<file path="src/hw/rtl/cftc_pkg.sv">
package cftc_pkg;

    localparam logic [7:0] CH_PLUS  = 8'h2B;
    localparam logic [7:0] CH_MINUS = 8'h2D;
    localparam logic [7:0] CH_POINT = 8'h2E;
    localparam logic [7:0] CH_COLON = 8'h3A;
    localparam logic [7:0] CH_SPACE = 8'h20;
    localparam logic [7:0] CH_TAB   = 8'h09;
    localparam logic [7:0] CH_CR    = 8'h0D;
    localparam logic [7:0] CH_ZERO  = 8'h30;
    localparam logic [7:0] CH_NINE  = 8'h39;

    localparam int POS_W = 5;
    localparam logic [POS_W-1:0] DATE_LEN   = 5'd19;
    localparam logic [POS_W-1:0] POS_DASH_A = 5'd4;
    localparam logic [POS_W-1:0] POS_DASH_B = 5'd7;
    localparam logic [POS_W-1:0] POS_SEP    = 5'd10;
    localparam logic [POS_W-1:0] POS_COLON_A = 5'd13;
    localparam logic [POS_W-1:0] POS_COLON_B = 5'd16;

    localparam logic [1:0] FT_INTEGER  = 2'd0;
    localparam logic [1:0] FT_DECIMAL  = 2'd1;
    localparam logic [1:0] FT_DATETIME = 2'd2;
    localparam logic [1:0] FT_TEXT     = 2'd3;

    typedef struct packed {
        logic has_char;
        logic field_end;
        logic is_digit;
        logic is_sign;
        logic is_point;
        logic is_ws;
        logic is_space;
        logic is_dash;
        logic is_colon;
    } t_beat;

endpackage

</file>
<file path="src/hw/rtl/csv_field_type_classifier.sv">
// A last beat is written into the queue; its type code is then registered by the back end.
// Throughput: one beat per cycle unless the input stalls; the queue absorbs QUEUE_DEPTH
// beats while the output stalls. The rate is set by the field state update in the back end.
// Reset is synchronous and active low; it empties the queue, clears the output
// valid and returns the field state to the start of a new field.
module csv_field_type_classifier #(
    parameter int QUEUE_DEPTH = 4
) (
    input  logic       i_clk,
    input  logic       i_rst_n,
    input  logic       i_in_valid,
    output logic       o_in_stall,
    input  logic [7:0] i_char_code,
    input  logic       i_has_char,
    input  logic       i_field_end,
    output logic       o_out_valid,
    input  logic       i_out_stall,
    output logic [1:0] o_field_type
);

    localparam int CW = $clog2(QUEUE_DEPTH + 1);

    cftc_pkg::t_beat w_front_beat;
    cftc_pkg::t_beat w_queue_beat;
    logic            w_push, w_pop, w_full, w_empty;
    logic [CW-1:0]   w_count;

    cftc_front u_front (
        .i_valid     (i_in_valid),
        .i_char_code (i_char_code),
        .i_has_char  (i_has_char),
        .i_field_end (i_field_end),
        .i_full      (w_full),
        .o_stall     (o_in_stall),
        .o_push      (w_push),
        .o_beat      (w_front_beat)
    );

    cftc_queue #(
        .DEPTH (QUEUE_DEPTH)
    ) u_queue (
        .i_clk   (i_clk),
        .i_rst_n (i_rst_n),
        .i_push  (w_push),
        .i_beat  (w_front_beat),
        .i_pop   (w_pop),
        .o_full  (w_full),
        .o_empty (w_empty),
        .o_count (w_count),
        .o_beat  (w_queue_beat)
    );

    cftc_back u_back (
        .i_clk        (i_clk),
        .i_rst_n      (i_rst_n),
        .i_empty      (w_empty),
        .i_beat       (w_queue_beat),
        .i_out_stall  (i_out_stall),
        .o_pop        (w_pop),
        .o_out_valid  (o_out_valid),
        .o_field_type (o_field_type)
    );

`ifndef ASSERT_OFF
    a_count_bound: assert property (@(posedge i_clk) disable iff (!i_rst_n)
        w_count <= CW'(QUEUE_DEPTH))
        else $error("queue count exceeds depth");

    a_stall_when_full: assert property (@(posedge i_clk) disable iff (!i_rst_n)
        o_in_stall == (w_count == CW'(QUEUE_DEPTH)))
        else $error("input stall does not match queue fill");

    a_pop_needs_data: assert property (@(posedge i_clk) disable iff (!i_rst_n)
        w_pop |-> w_count != '0)
        else $error("pop from empty queue");

    a_out_drop_only_taken: assert property (@(posedge i_clk) disable iff (!i_rst_n)
        $fell(o_out_valid) |-> $past(!i_out_stall))
        else $error("result beat dropped while stalled");
`endif

endmodule

</file>
<file path="src/hw/rtl/cftc_front.sv">
module cftc_front (
    input  logic             i_valid,
    input  logic [7:0]       i_char_code,
    input  logic             i_has_char,
    input  logic             i_field_end,
    input  logic             i_full,
    output logic             o_stall,
    output logic             o_push,
    output cftc_pkg::t_beat  o_beat
);

    always_comb begin
        o_beat.has_char  = i_has_char;
        o_beat.field_end = i_field_end;
        o_beat.is_digit  = i_char_code inside {[cftc_pkg::CH_ZERO:cftc_pkg::CH_NINE]};
        o_beat.is_sign   = i_char_code inside {cftc_pkg::CH_PLUS, cftc_pkg::CH_MINUS};
        o_beat.is_point  = (i_char_code == cftc_pkg::CH_POINT);
        o_beat.is_ws     = i_char_code inside {[cftc_pkg::CH_TAB:cftc_pkg::CH_CR],
                                               cftc_pkg::CH_SPACE};
        o_beat.is_space  = (i_char_code == cftc_pkg::CH_SPACE);
        o_beat.is_dash   = (i_char_code == cftc_pkg::CH_MINUS);
        o_beat.is_colon  = (i_char_code == cftc_pkg::CH_COLON);
    end

    assign o_stall = i_full;
    assign o_push  = i_valid && !i_full;

endmodule

</file>
<file path="src/hw/rtl/cftc_queue.sv">
module cftc_queue #(
    parameter int DEPTH = 4
) (
    input  logic                       i_clk,
    input  logic                       i_rst_n,
    input  logic                       i_push,
    input  cftc_pkg::t_beat            i_beat,
    input  logic                       i_pop,
    output logic                       o_full,
    output logic                       o_empty,
    output logic [$clog2(DEPTH+1)-1:0] o_count,
    output cftc_pkg::t_beat            o_beat
);

    localparam int AW = (DEPTH > 1) ? $clog2(DEPTH) : 1;
    localparam int CW = $clog2(DEPTH + 1);

    cftc_pkg::t_beat r_mem [DEPTH];
    logic [AW-1:0] r_wr_ptr, n_wr_ptr;
    logic [AW-1:0] r_rd_ptr, n_rd_ptr;
    logic [CW-1:0] r_count, n_count;
    logic          w_wr, w_rd;

    assign o_full  = (r_count == CW'(DEPTH));
    assign o_empty = (r_count == '0);
    assign o_count = r_count;
    assign o_beat  = r_mem[r_rd_ptr];

    assign w_wr = i_push && !o_full;
    assign w_rd = i_pop && !o_empty;

    always_comb begin
        n_wr_ptr = r_wr_ptr;
        n_rd_ptr = r_rd_ptr;
        n_count  = r_count;
        if (w_wr) begin
            n_wr_ptr = (r_wr_ptr == AW'(DEPTH - 1)) ? '0 : r_wr_ptr + 1'b1;
        end
        if (w_rd) begin
            n_rd_ptr = (r_rd_ptr == AW'(DEPTH - 1)) ? '0 : r_rd_ptr + 1'b1;
        end
        if (w_wr && !w_rd) begin
            n_count = r_count + 1'b1;
        end else if (w_rd && !w_wr) begin
            n_count = r_count - 1'b1;
        end
    end

    always_ff @(posedge i_clk) begin
        if (!i_rst_n) begin
            r_wr_ptr <= '0;
            r_rd_ptr <= '0;
            r_count  <= '0;
        end else begin
            r_wr_ptr <= n_wr_ptr;
            r_rd_ptr <= n_rd_ptr;
            r_count  <= n_count;
        end
    end

    always_ff @(posedge i_clk) begin
        if (w_wr) begin
            r_mem[r_wr_ptr] <= i_beat;
        end
    end

endmodule

</file>
<file path="src/hw/rtl/cftc_back.sv">
module cftc_back (
    input  logic             i_clk,
    input  logic             i_rst_n,
    input  logic             i_empty,
    input  cftc_pkg::t_beat  i_beat,
    input  logic             i_out_stall,
    output logic             o_pop,
    output logic             o_out_valid,
    output logic [1:0]       o_field_type
);

    logic                       r_at_start, n_at_start;
    logic                       r_int_ok, n_int_ok;
    logic                       r_float_ok, n_float_ok;
    logic                       r_point_seen, n_point_seen;
    logic                       r_date_ok, n_date_ok;
    logic [cftc_pkg::POS_W-1:0] r_date_pos, n_date_pos;
    logic                       r_lead_ws, n_lead_ws;
    logic                       r_out_valid, n_out_valid;
    logic [1:0]                 r_out_type, n_out_type;
    logic                       w_pattern_ok;
    logic                       w_result;

    assign o_pop        = !i_empty && (!i_beat.field_end || !r_out_valid || !i_out_stall);
    assign w_result     = o_pop && i_beat.field_end;
    assign o_out_valid  = r_out_valid;
    assign o_field_type = r_out_type;

    always_comb begin
        case (r_date_pos)
            cftc_pkg::POS_DASH_A, cftc_pkg::POS_DASH_B:   w_pattern_ok = i_beat.is_dash;
            cftc_pkg::POS_COLON_A, cftc_pkg::POS_COLON_B: w_pattern_ok = i_beat.is_colon;
            cftc_pkg::POS_SEP:                            w_pattern_ok = i_beat.is_space;
            default:                                      w_pattern_ok = i_beat.is_digit;
        endcase
    end

    always_comb begin
        n_at_start   = r_at_start;
        n_int_ok     = r_int_ok;
        n_float_ok   = r_float_ok;
        n_point_seen = r_point_seen;
        n_date_ok    = r_date_ok;
        n_date_pos   = r_date_pos;
        n_lead_ws    = r_lead_ws;
        n_out_type   = r_out_type;
        n_out_valid  = r_out_valid && i_out_stall;

        if (i_beat.has_char) begin
            n_at_start = 1'b0;
            if ((r_at_start && i_beat.is_sign) || i_beat.is_digit) begin
                n_int_ok = r_int_ok;
            end else if (i_beat.is_point) begin
                n_int_ok     = 1'b0;
                n_float_ok   = r_float_ok && !r_point_seen;
                n_point_seen = 1'b1;
            end else begin
                n_int_ok   = 1'b0;
                n_float_ok = 1'b0;
            end

            if (!(r_lead_ws && i_beat.is_ws)) begin
                n_lead_ws = 1'b0;
                if (r_date_pos < cftc_pkg::DATE_LEN) begin
                    n_date_ok  = r_date_ok && w_pattern_ok;
                    n_date_pos = r_date_pos + 1'b1;
                end else if (!i_beat.is_ws) begin
                    n_date_ok = 1'b0;
                end
            end
        end

        if (i_beat.field_end) begin
            if (!n_at_start && n_int_ok) begin
                n_out_type = cftc_pkg::FT_INTEGER;
            end else if (!n_at_start && n_float_ok && n_point_seen) begin
                n_out_type = cftc_pkg::FT_DECIMAL;
            end else if (!n_at_start && n_date_ok && n_date_pos == cftc_pkg::DATE_LEN) begin
                n_out_type = cftc_pkg::FT_DATETIME;
            end else begin
                n_out_type = cftc_pkg::FT_TEXT;
            end
            n_at_start   = 1'b1;
            n_int_ok     = 1'b1;
            n_float_ok   = 1'b1;
            n_point_seen = 1'b0;
            n_date_ok    = 1'b1;
            n_date_pos   = '0;
            n_lead_ws    = 1'b1;
        end
    end

    always_ff @(posedge i_clk) begin
        if (!i_rst_n) begin
            r_at_start   <= 1'b1;
            r_int_ok     <= 1'b1;
            r_float_ok   <= 1'b1;
            r_point_seen <= 1'b0;
            r_date_ok    <= 1'b1;
            r_date_pos   <= '0;
            r_lead_ws    <= 1'b1;
            r_out_valid  <= 1'b0;
        end else begin
            if (o_pop) begin
                r_at_start   <= n_at_start;
                r_int_ok     <= n_int_ok;
                r_float_ok   <= n_float_ok;
                r_point_seen <= n_point_seen;
                r_date_ok    <= n_date_ok;
                r_date_pos   <= n_date_pos;
                r_lead_ws    <= n_lead_ws;
            end
            r_out_valid <= w_result || n_out_valid;
        end
    end

    always_ff @(posedge i_clk) begin
        if (w_result) begin
            r_out_type <= n_out_type;
        end
    end

endmodule

</file>
<file path="config.mk">
export PLATFORM = sky130hd
export DESIGN_NAME = csv_field_type_classifier
export DESIGN_NICKNAME = d
export VERILOG_FILES = /design/src/hw/rtl/cftc_pkg.sv /design/src/hw/rtl/csv_field_type_classifier.sv /design/src/hw/rtl/cftc_front.sv /design/src/hw/rtl/cftc_queue.sv /design/src/hw/rtl/cftc_back.sv
export SDC_FILE = /design/constraint.sdc
export NUM_CORES = 1
export LEC_CHECK = 0
export ABC_AREA = 1
export BUFFER_PORTS_ARGS = -buffer_cell sky130_fd_sc_hd__buf_2
export CAP_MARGIN = 0
export CORE_MARGIN = 2
export CORE_UTILIZATION = 40
export DETAILED_ROUTE_END_ITERATION = 8
export SYNTH_ARGS = -nofsm -noshare
export SYNTH_HDL_FRONTEND = slang
export SYNTH_SLANG_ARGS = --single-unit
</file>
<file path="constraint.sdc">
create_clock -name i_clk -period 2.3 [get_ports i_clk]
set_input_delay 0.115 -clock i_clk [delete_from_list [all_inputs] [get_ports i_clk]]
set_output_delay 0.115 -clock i_clk [all_outputs]
set_load 0.01 [all_outputs]
</file>
* Yosys cells after proc, flatten, opt, wreduce, memory -nomap -nowiden
Memories as Yosys holds them, arrays and structs flattened. A register that Yosys moved wholly into a read port is not among the register bits. Index checks and enable logic that the tools add are counted. Widths: inputs -> output; s select.
Word-level totals: bits in registers 21, bits in writable memories 36, bits of input ports 14, output and inout bits 4, word-level logic and storage cells 117, memories 1
Operators by class: add/subtract/negate cells 5, order comparisons 5, equal/unequal tests 15, multiplexer cells 36, reduce and logical (&&, ||, !) cells 42
Memory list:
- u_queue.r_mem | depth 4, bits a word 9, read ports 1, clocked after memory_dff 1, write ports 1, RTL line cftc_queue.sv:18 | cftc_pkg::t_beat r_mem [DEPTH];
Operator list (number):
- $eq 8x6->1 const B | 5
- $mux 1 | 25
- $mux 5 | 4
- $logic_and 1x1->1 | 19
- $eq 5x3->1 const B | 2
- $eq 5x4->1 const B | 2
- $eq 5x5->1 const B | 2
- $logic_not 1->1 | 9
- $ge 8x4->1 const B | 1
- $ge 8x6->1 const B | 1
- $le 8x4->1 const B | 1
- $le 8x6->1 const B | 1
- $mux 2 | 4
- $reduce_bool 2->1 | 4
- $mux 3 | 2
- $reduce_or 2->1 | 3
- $add 5x1->5 const B | 1
- $lt 5x5->1 const B | 1
- $add 2x1->2 const B | 2
- $eq 2x2->1 const B | 2
- $logic_or 1x1->1 | 4
- $add 3x1->3 const B | 1
- $eq 3x3->1 const B | 1
- $logic_not 3->1 | 1
- other kinds (5) | 5

* Logic depth before layout (Yosys ltp)
Gate-level depths: netlist of run 1.
depth in word-level cells 11, mapped depth 14

* Cells and area by module
From an unflattened synthesis of run 1, not the netlist that was laid out.
Second synthesis, totals: cells, all modules 335, area, all modules 3059.2 um^2
Modules (own cells, without submodules):
- cftc_queue | times used 1, cells each 158, area each 1944.4 um^2, sequential area each 1261.2 um^2
- cftc_back | times used 1, cells each 141, area each 949.7 um^2, sequential area each 300.3 um^2
- cftc_front | times used 1, cells each 36, area each 165.2 um^2, sequential area each 0.0 um^2

* Least setup slack after synthesis of run 1
No wires, ideal clock.
kind register to register, start register (tool-made name), end register u_queue.r_count[2], in the netlist u_queue.o_count[2], library setup time 122 ps, arrival 2067 ps, slack 111 ps, stages on the path, launching flop included 15, path buffers 2, clock period less this slack 2189 ps, cells stage by stage dfxtp_1 > buf_6 > inv_8 > nand2_1 > nand3_1 > nand2_2 > o21ai_4 > buf_6 > ha_1 > inv_1 > fa_1 > a21oi_1 > o21ai_0 > o21ai_0 > a21oi_1
RTL lines:
- end signal, assigned | RTL line cftc_queue.sv:57 | r_count <= n_count;
- end, declared | RTL line cftc_queue.sv:21 | logic [CW-1:0] r_count, n_count;

==> results of run 1 <==
critical path, delay by kind of cell, from the launching register on:
| kind | cells | cell delay [ns] |
|---|---|---|
| fa+ha+maj | 2 | 0.58 |
| buf+inv | 1 | 0.07 |
| flops | 1 | 0.40 |
| compound gates | 5 | 0.58 |
| simple gates | 3 | 0.29 |
cell type report:
cell class / instances / area [sq um]
well taps: 99 / 124
inverters: 46 / 185
clock buffers: 12 / 155
repair buffers: 27 / 165
flip-flops and latches: 59 / 1560
fillers: 733 / 3840
multi-input cells: 220 / 1170
clock inverters: 4 / 50.0
stage by stage:
step	utilization (%)	hold WS, ns
6_report	47.1	0.0870
3_5_place_dp	44.0	0.341
2_1_floorplan	-	0.214
4_1_cts	47.1	0.0760
5_1_grt	47.1	0.114
3_3_place_gp	44.0	0.342
metal layers:
| metal | GRT usage (%) | share of wire, % | vias up |
|---|---|---|---|
| met5 | 0 | 0 | - |
| met4 | 7.31 | 2.2 | 0 |
| met3 | 3.01 | 3.8 | 10 |
| met2 | 25.3 | 47 | 41 |
| met1 | 18.0 | 47 | 985 |
| li1 | - | - | 1152 |
final timing paths:
path              cells past startpoint            endpoint  slack, ns             from
setup / recovery                     11  u_queue.o_count[2]       0.27        flip-flop
hold / removal                        3  u_queue.o_count[1]       0.09          i_rst_n
setup reg to reg                     11  u_queue.o_count[2]       0.27        flip-flop
hold reg to reg                       2     u_back.r_int_ok       0.46  u_back.r_int_ok
synth_stat cells:
cell type,instances
o21ai_0,13
buf_6,3
nor2_2,1
a31o_2,1
ha_1,10
buf_4,1
nand3b_1,2
and3_1,1
buf_2,1
buf_12,1
nand2_1,90
a31oi_1,1
a21oi_2,1
nand2_2,7
a21boi_1,3
nor4_1,1
nor2_4,2
fa_1,1
inv_4,2
nand3_2,8
nand2_4,1
nor3_1,8
nand3_1,21
nand4_1,6
inv_1,43
o21ai_4,1
a211oi_1,2
o21ai_2,1
a21oi_1,13
inv_8,1
edfxtp_1,38
dfxtp_1,21
nor2_1,24
o211a_1,1
logic make-up after synthesis:
group / after synthesis / synth area share [%]
and+or+nand+nor: 172 / 26.9
AOI/OAI and AO/OA: 37 / 7.58
adders and majority gates: 11 / 4.86
buffers and inverters: 52 / 8.42
DFF: 59 / 52.3
repair_timing:
action | in CTS | in global routing
setup endpoints to repair | 0 | 1
setup buffers | 0 | 0
gates resized for setup | 0 | 2
hold buffers | 2 | 0
endpoints found under the hold margin | 8 | 0
flip-flops by register name, indices dropped and copies added, names as in the netlist, named ones only:
register	count
u_back.o_field_type	2
u_back.o_out_valid	1
u_back.r_at_start	1
u_back.r_date_ok	1
u_back.r_date_pos	5
u_back.r_float_ok	1
u_back.r_int_ok	1
u_back.r_lead_ws	1
u_back.r_point_seen	1
u_queue.o_count	3
u_queue.r_mem	36
u_queue.r_rd_ptr	2
u_queue.r_wr_ptr	2
power by group through the flow:
stage	logic (mW)	registers, mW	clock network (mW)
2_1_floorplan	1.25	1.46	0
3_3_place_gp	1.52	1.48	0
3_5_place_dp	1.54	1.48	0
4_1_cts	1.55	1.46	0.990
5_1_grt	1.75	1.49	1.04
6_report	1.53	1.46	0.964
==> impl_metrics.py, run 1 <==
metrics = {
    "run_status": {
        "outcome": "finished, final reports clean",
    },
    "synthesis": {
        "synth_top_area_share_pct": 38.2,
        "synth_area_leaders": "edfxtp_1 (38%), dfxtp_1 (14%), nand2_1 (11%), inv_1 (5.4%), ha_1 (4.2%)",
        "syn_nets": 356,
        "yosys.area.top_type": "edfxtp_1",
        "ys_seq_elements": 59,
        "synthCells": 331,
        "yosys_warnings": 0,
        "yosysSeqAreaShare_pct": 52.3,
        "syn_avg_cell_area_sq_um": 9.02,
        "ys_types": 34,
        "synth_area_sq_um": 2990,
    },
    "finish": {
        "finalInstanceArea_sq_um": 3420,
        "finalNonFillerCells": 467,
        "fin_nets": 388,
        "final_layout_size_suffix_gt1_share_pct": 18.5,
        "layout_commonest_cell": "nand2_1",
        "area_growth_pct": 14.4,
        "antenna_cells": 0,
        "layout_common_cells": "nand2_1 (90), inv_1 (43), edfxtp_1 (38), nor2_1 (24), nand3_1 (21)",
    },
    "global_routing": {
        "grt_max_degree": 17,
        "gr-total-overflow": 0,
        "antenna_found_initial": 0,
        "track_usage_pct": 14.9,
        "grt_pass1_vias": 2018,
        "grt_first_pass_wirelength_mm": 9.43,
    },
    "sta": {
        "worst_slack_ns": 0.269,
        "relSlewSlack_pct": 61.1,
        "drv_slew": 0,
        "fmax_mhz": 492,
        "fin_crit_ns": 2.03,
        "clock_skew_ns": 0.00627,
        "fin_crit_sh_pct": 88.3,
        "rsz0062_at_grt": "false",
        "tns_ns": 0,
        "worst_slew_pin_slew_ns": 0.579,
        "setup_viol": 0,
        "hold_viol": 0,
    },
    "pwr": {
        "p_total_mw": 3.96,
        "clkPwrFrac_pct": 24.4,
        "power_frac_seq_pct": 36.9,
        "leakagePower_nw": 1.46,
        "comb_power_share_pct": 38.7,
        "p_switching_mw": 1.53,
        "irDropWorstVdd_mv": 0.399,
        "p_int_mw": 2.43,
        "p_per_area_nw_per_um2": 1160,
        "sw_frac_of_total_pct": 38.5,
    },
    "routing": {
        "drt-total-wl_mm": 5.70,
        "vias": 2188,
        "drcViolationCount": 0,
        "wl_per_cell_microns": 12.2,
        "drt_iter0_markers": 76,
        "ant_nets": 0,
        "drt_pre_antenna_iters": 4,
        "viasPerCell": 4.69,
    },
    "place": {
        "numPortBuffers": 17,
        "globalplace.congestion": 0.800,
        "dp_hpwl_mm": 4.03,
        "dp_slack_ns": 0.175,
        "placed_cells": 449,
        "dpl_cell_area_sq_um": 3190,
    },
    "die": {
        "rows": 31,
        "coreArea_sq_um": 7250,
        "die_area_sq_um": 8170,
        "ios": 18,
        "start_util_pct": 41.2,
        "die_w_microns": 90.4,
        "chipHeight_microns": 90.4,
    },
    "worst_setup_path": {
        "crit_type": "flip-flop to flip-flop",
        "crit_chain": "nand2_1 -> nand3_1 -> nand2_2 -> o21ai_4 -> ha_1 -> inv_1 -> fa_1 -> a21oi_1 -> o21ai_0 -> o21ai_0 -> a21oi_1",
        "required_ns": 2.52,
        "worstPathArrival_ns": 2.25,
        "max_stage_delay_ns": 0.43,
        "end_kind": "flip-flop",
        "critPathMaxFanout": 4,
        "critical_path.startpoint_type": "flip-flop",
        "slowest_stage": "fa_1",
    },
    "clock_network": {
        "cts_tree": "done",
        "clkSinkCount": 59,
        "cts_max_path_buffers": 2,
        "htreeDepth": 3,
        "clk_latency_ns": 0.34,
        "path_clk_slew_ns": 0.07,
        "root_buffer": "clkbuf_8",
        "cts-buffers-inserted": 9,
    },
    "run": {
        "maxCapViolCount": 0,
    },
    "hold_path": {
        "min_path_type": "input pin to flip-flop",
    },
}
Note: power is estimated with default switching activity, not from simulation.
==> run 2, diff against run 1 <==
--- a/config.mk
+++ b/config.mk
@@ -13,4 +13,5 @@
 export DETAILED_ROUTE_END_ITERATION = 8
 export SYNTH_ARGS = -nofsm -noshare
 export SYNTH_HDL_FRONTEND = slang
+export SYNTH_HIERARCHICAL = 1
 export SYNTH_SLANG_ARGS = --single-unit
==> constraint.sdc (replaced) <==
create_clock -name i_clk -period 1.7 [get_ports i_clk]
set_input_delay 0.085 -clock i_clk [delete_from_list [all_inputs] [get_ports i_clk]]
set_output_delay 0.085 -clock i_clk [all_outputs]
set_load 0.01 [all_outputs]
==> impl_metrics.py, run 2 <==
metrics = {
    "finish": {
        "finalInstanceArea_sq_um": 4090,
        "area_growth_pct": 33.7,
        "layout_commonest_cell": "nand2_1",
        "regMostFlops": "u_queue/r_mem",
        "final_layout_size_suffix_gt1_share_pct": 38.6,
        "layout_common_cells": "nand2_1 (61), buf_4 (43), edfxtp_1 (38), inv_1 (36), nor2_1 (35)",
        "largest_register_ffs": 36,
        "num-fill-cells": 660,
        "fin_nets": 437,
        "antenna_cells": 0,
    },
    "worst_setup_path": {
        "crit_type": "flip-flop to flip-flop",
        "timing.critical_path.buf_inv": 3,
        "required_ns": 1.98,
        "max_stage_delay_ns": 0.33,
        "slowest_stage": "dfxtp_2",
        "crit_chain": "buf_12 -> buf_12 -> o21ai_2 -> o22ai_4 -> a21oi_4 -> nand4_4 -> xor2_2 -> buf_4 -> nor2_1 -> nand2_1 -> a21oi_2",
        "crit_path_frequent_cell": "buf_12",
        "path_delay_family": "compound AO/OA/AOI/OAI gates",
        "critPathMaxFanout": 7,
        "worstPathArrival_ns": 2.29,
        "reg2reg_slack_ns": -0.31,
        "end_kind": "flip-flop",
        "critical_path.startpoint_type": "flip-flop",
        "worstRegToRegCells": 11,
        "reg2reg_to": "u_back/r_date_pos[3]",
    },
    "pwr": {
        "leakagePower_nw": 1.81,
        "p_per_area_nw_per_um2": 1670,
        "irDropWorstVdd_mv": 0.795,
        "p_total_mw": 6.82,
    },
    "sta": {
        "worst_slack_ns": -0.314,
        "setup_viol": 15,
        "clock_skew_ns": 0.00564,
        "rsz0062_at_grt": "true",
        "fmax_mhz": 497,
        "worst_slew_pin_slew_ns": 0.500,
        "fin_crit_ns": 2.01,
        "hold_viol": 0,
        "drv_slew": 0,
        "holdWs_ns": 0.0846,
        "tns_ns": -2.47,
        "fin_crit_sh_pct": 118,
        "relSlewSlack_pct": 66.4,
    },
    "die": {
        "die_area_sq_um": 8360,
        "coreArea_sq_um": 7330,
        "rows": 31,
        "chipHeight_microns": 91.5,
        "start_util_pct": 41.7,
        "ios": 18,
        "die_w_microns": 91.5,
    },
    "synthesis": {
        "synth_area_leaders": "edfxtp_1 (37%), dfxtp_1 (14%), nand2_1 (8.5%), nor2_1 (5.5%), inv_1 (4.7%)",
        "synth_area_sq_um": 3060,
        "async_reset_ff_share_pct": 0,
        "synth-edff-count": 38,
        "synthCells": 335,
        "yosys.area.top_type": "edfxtp_1",
        "syn_avg_cell_area_sq_um": 9.13,
        "synth_ff_type": "edfxtp_1",
        "ys_top_cells_by_count": "nand2_1 (69), nor2_1 (45), edfxtp_1 (38), inv_1 (38), o21ai_0 (23)",
        "syn_nets": 360,
        "yosysSeqAreaShare_pct": 51.0,
        "ys_types": 35,
        "yosysMostFrequentCell": "nand2_1",
        "ys_seq_elements": 59,
        "synth_top_area_share_pct": 37.3,
        "yosys_warnings": 6,
    },
    "hold_path": {
        "min_path_type": "input pin to flip-flop",
        "hold_path.startpoint": "i_rst_n",
        "hold_depth": 3,
        "min_delay_worst_endpoint": "u_queue/r_wr_ptr[1]",
    },
    "clock_network": {
        "clk_latency_ns": 0.34,
        "htreeDepth": 3,
        "cts_max_path_buffers": 2,
        "root_buffer": "clkbuf_8",
        "cts_tree": "done",
        "path_clk_slew_ns": 0.07,
        "cts-buffers-inserted": 9,
        "clkSinkCount": 59,
    },
    "routing": {
        "ant_nets": 0,
        "drt_pre_antenna_iters": 4,
        "vias": 2450,
        "drt-total-wl_mm": 6.43,
        "drt_iter0_markers": 48,
        "wl_per_cell_microns": 12.5,
        "drcViolationCount": 0,
        "viasPerCell": 4.75,
    },
    "global_routing": {
        "track_usage_pct": 16.1,
        "antenna_found_initial": 0,
        "grt_max_degree": 16,
        "grt_first_pass_wirelength_mm": 10.5,
        "grt_pass1_vias": 2354,
        "gr-total-overflow": 0,
    },
    "run": {
        "maxCapViolCount": 0,
    },
    "place": {
        "dp_hpwl_mm": 4.51,
        "dpl_cell_area_sq_um": 3580,
        "numPortBuffers": 17,
        "globalplace.congestion": 0.802,
        "dp_slack_ns": -0.473,
    },
    "run_status": {
        "violations": "setup timing",
        "outcome": "complete, but fails checks",
    },
}
run 2: worst min-delay path: cells and delay by family:
kind	cells	cell delay [ns]
and+or+nand+nor	2	0.12
buffers and inverters	1	0.18
run 2: final cells by class:
| type | count | area [sq um] | share of cell area [%] |
|---|---|---|---|
| clock buffers | 10 | 138 | 3.36 |
| clock inverters | 6 | 48.8 | 1.19 |
| repair inverters | 1 | 16.3 | 0.398 |
| inverters | 47 | 191 | 4.68 |
| repair buffers | 73 | 618 | 15.1 |
| multi-input cells | 221 | 1390 | 34.0 |
| well taps | 99 | 124 | 3.03 |
| flip-flops and latches | 59 | 1560 | 38.2 |
run 2: layer usage:
metal | vias to the layer above | track usage [%] | share of wire (%)
met4 | 0 | 8.08 | 2.1
met3 | 11 | 3.49 | 2.9
met2 | 40 | 27.0 | 50
met1 | 1146 | 19.4 | 45
met5 | - | 0 | 0
li1 | 1253 | - | -
run 2: how the worst max path moves through the flow:
stage | endpoint | start | depth (start not counted)
6_report | u_back/r_date_pos[3] | flip-flop | 11
5_1_grt | u_back/o_field_type[0] | flip-flop | 15
4_1_cts | u_queue/o_count[2] | flip-flop | 17
3_5_place_dp | u_queue/o_count[1] | flip-flop | 13
3_3_place_gp | u_queue/o_count[1] | flip-flop | 13
2_1_floorplan | u_queue/o_count[2] | flip-flop | 18
run 2: cells by family (layout without fill, tap and decap cells):
family | after synthesis | after routing | share of synthesized area (%)
xor+xnor | 1 | 1 | 0.286
simple gates | 157 | 157 | 22.9
flops | 59 | 59 | 51.0
buf+inv | 55 | 137 | 8.88
compound gates | 52 | 52 | 12.1
fa+ha+maj | 11 | 11 | 4.74
run 2: through the flow:
step / std cells / util [%]
finish: 516 / 55.8
global route: 516 / 55.8
CTS: 507 / 52.8
detailed placement: 480 / 48.8
global placement: 480 / 48.8
floorplan: 335 / -
run 2: where the power goes:
group / total (mW) / switching, mW / internal [mW] / leakage (nW)
Combinational: 3.66 / 1.89 / 1.77 / 1.16
Sequential: 1.97 / 0.144 / 1.83 / 0.562
Clock: 1.18 / 0.603 / 0.579 / 0.0855
run 2: timing repair:
| item | CTS | global route |
|---|---|---|
| cloned | 0 | 2 |
| pin swaps | 9 | 5 |
| resized for setup | 9 | 43 |
| endpoints found under the hold margin | 8 | 0 |
| setup endpoints to repair | 22 | 21 |
| setup buffers | 9 | 8 |
| hold buffers | 2 | 0 |
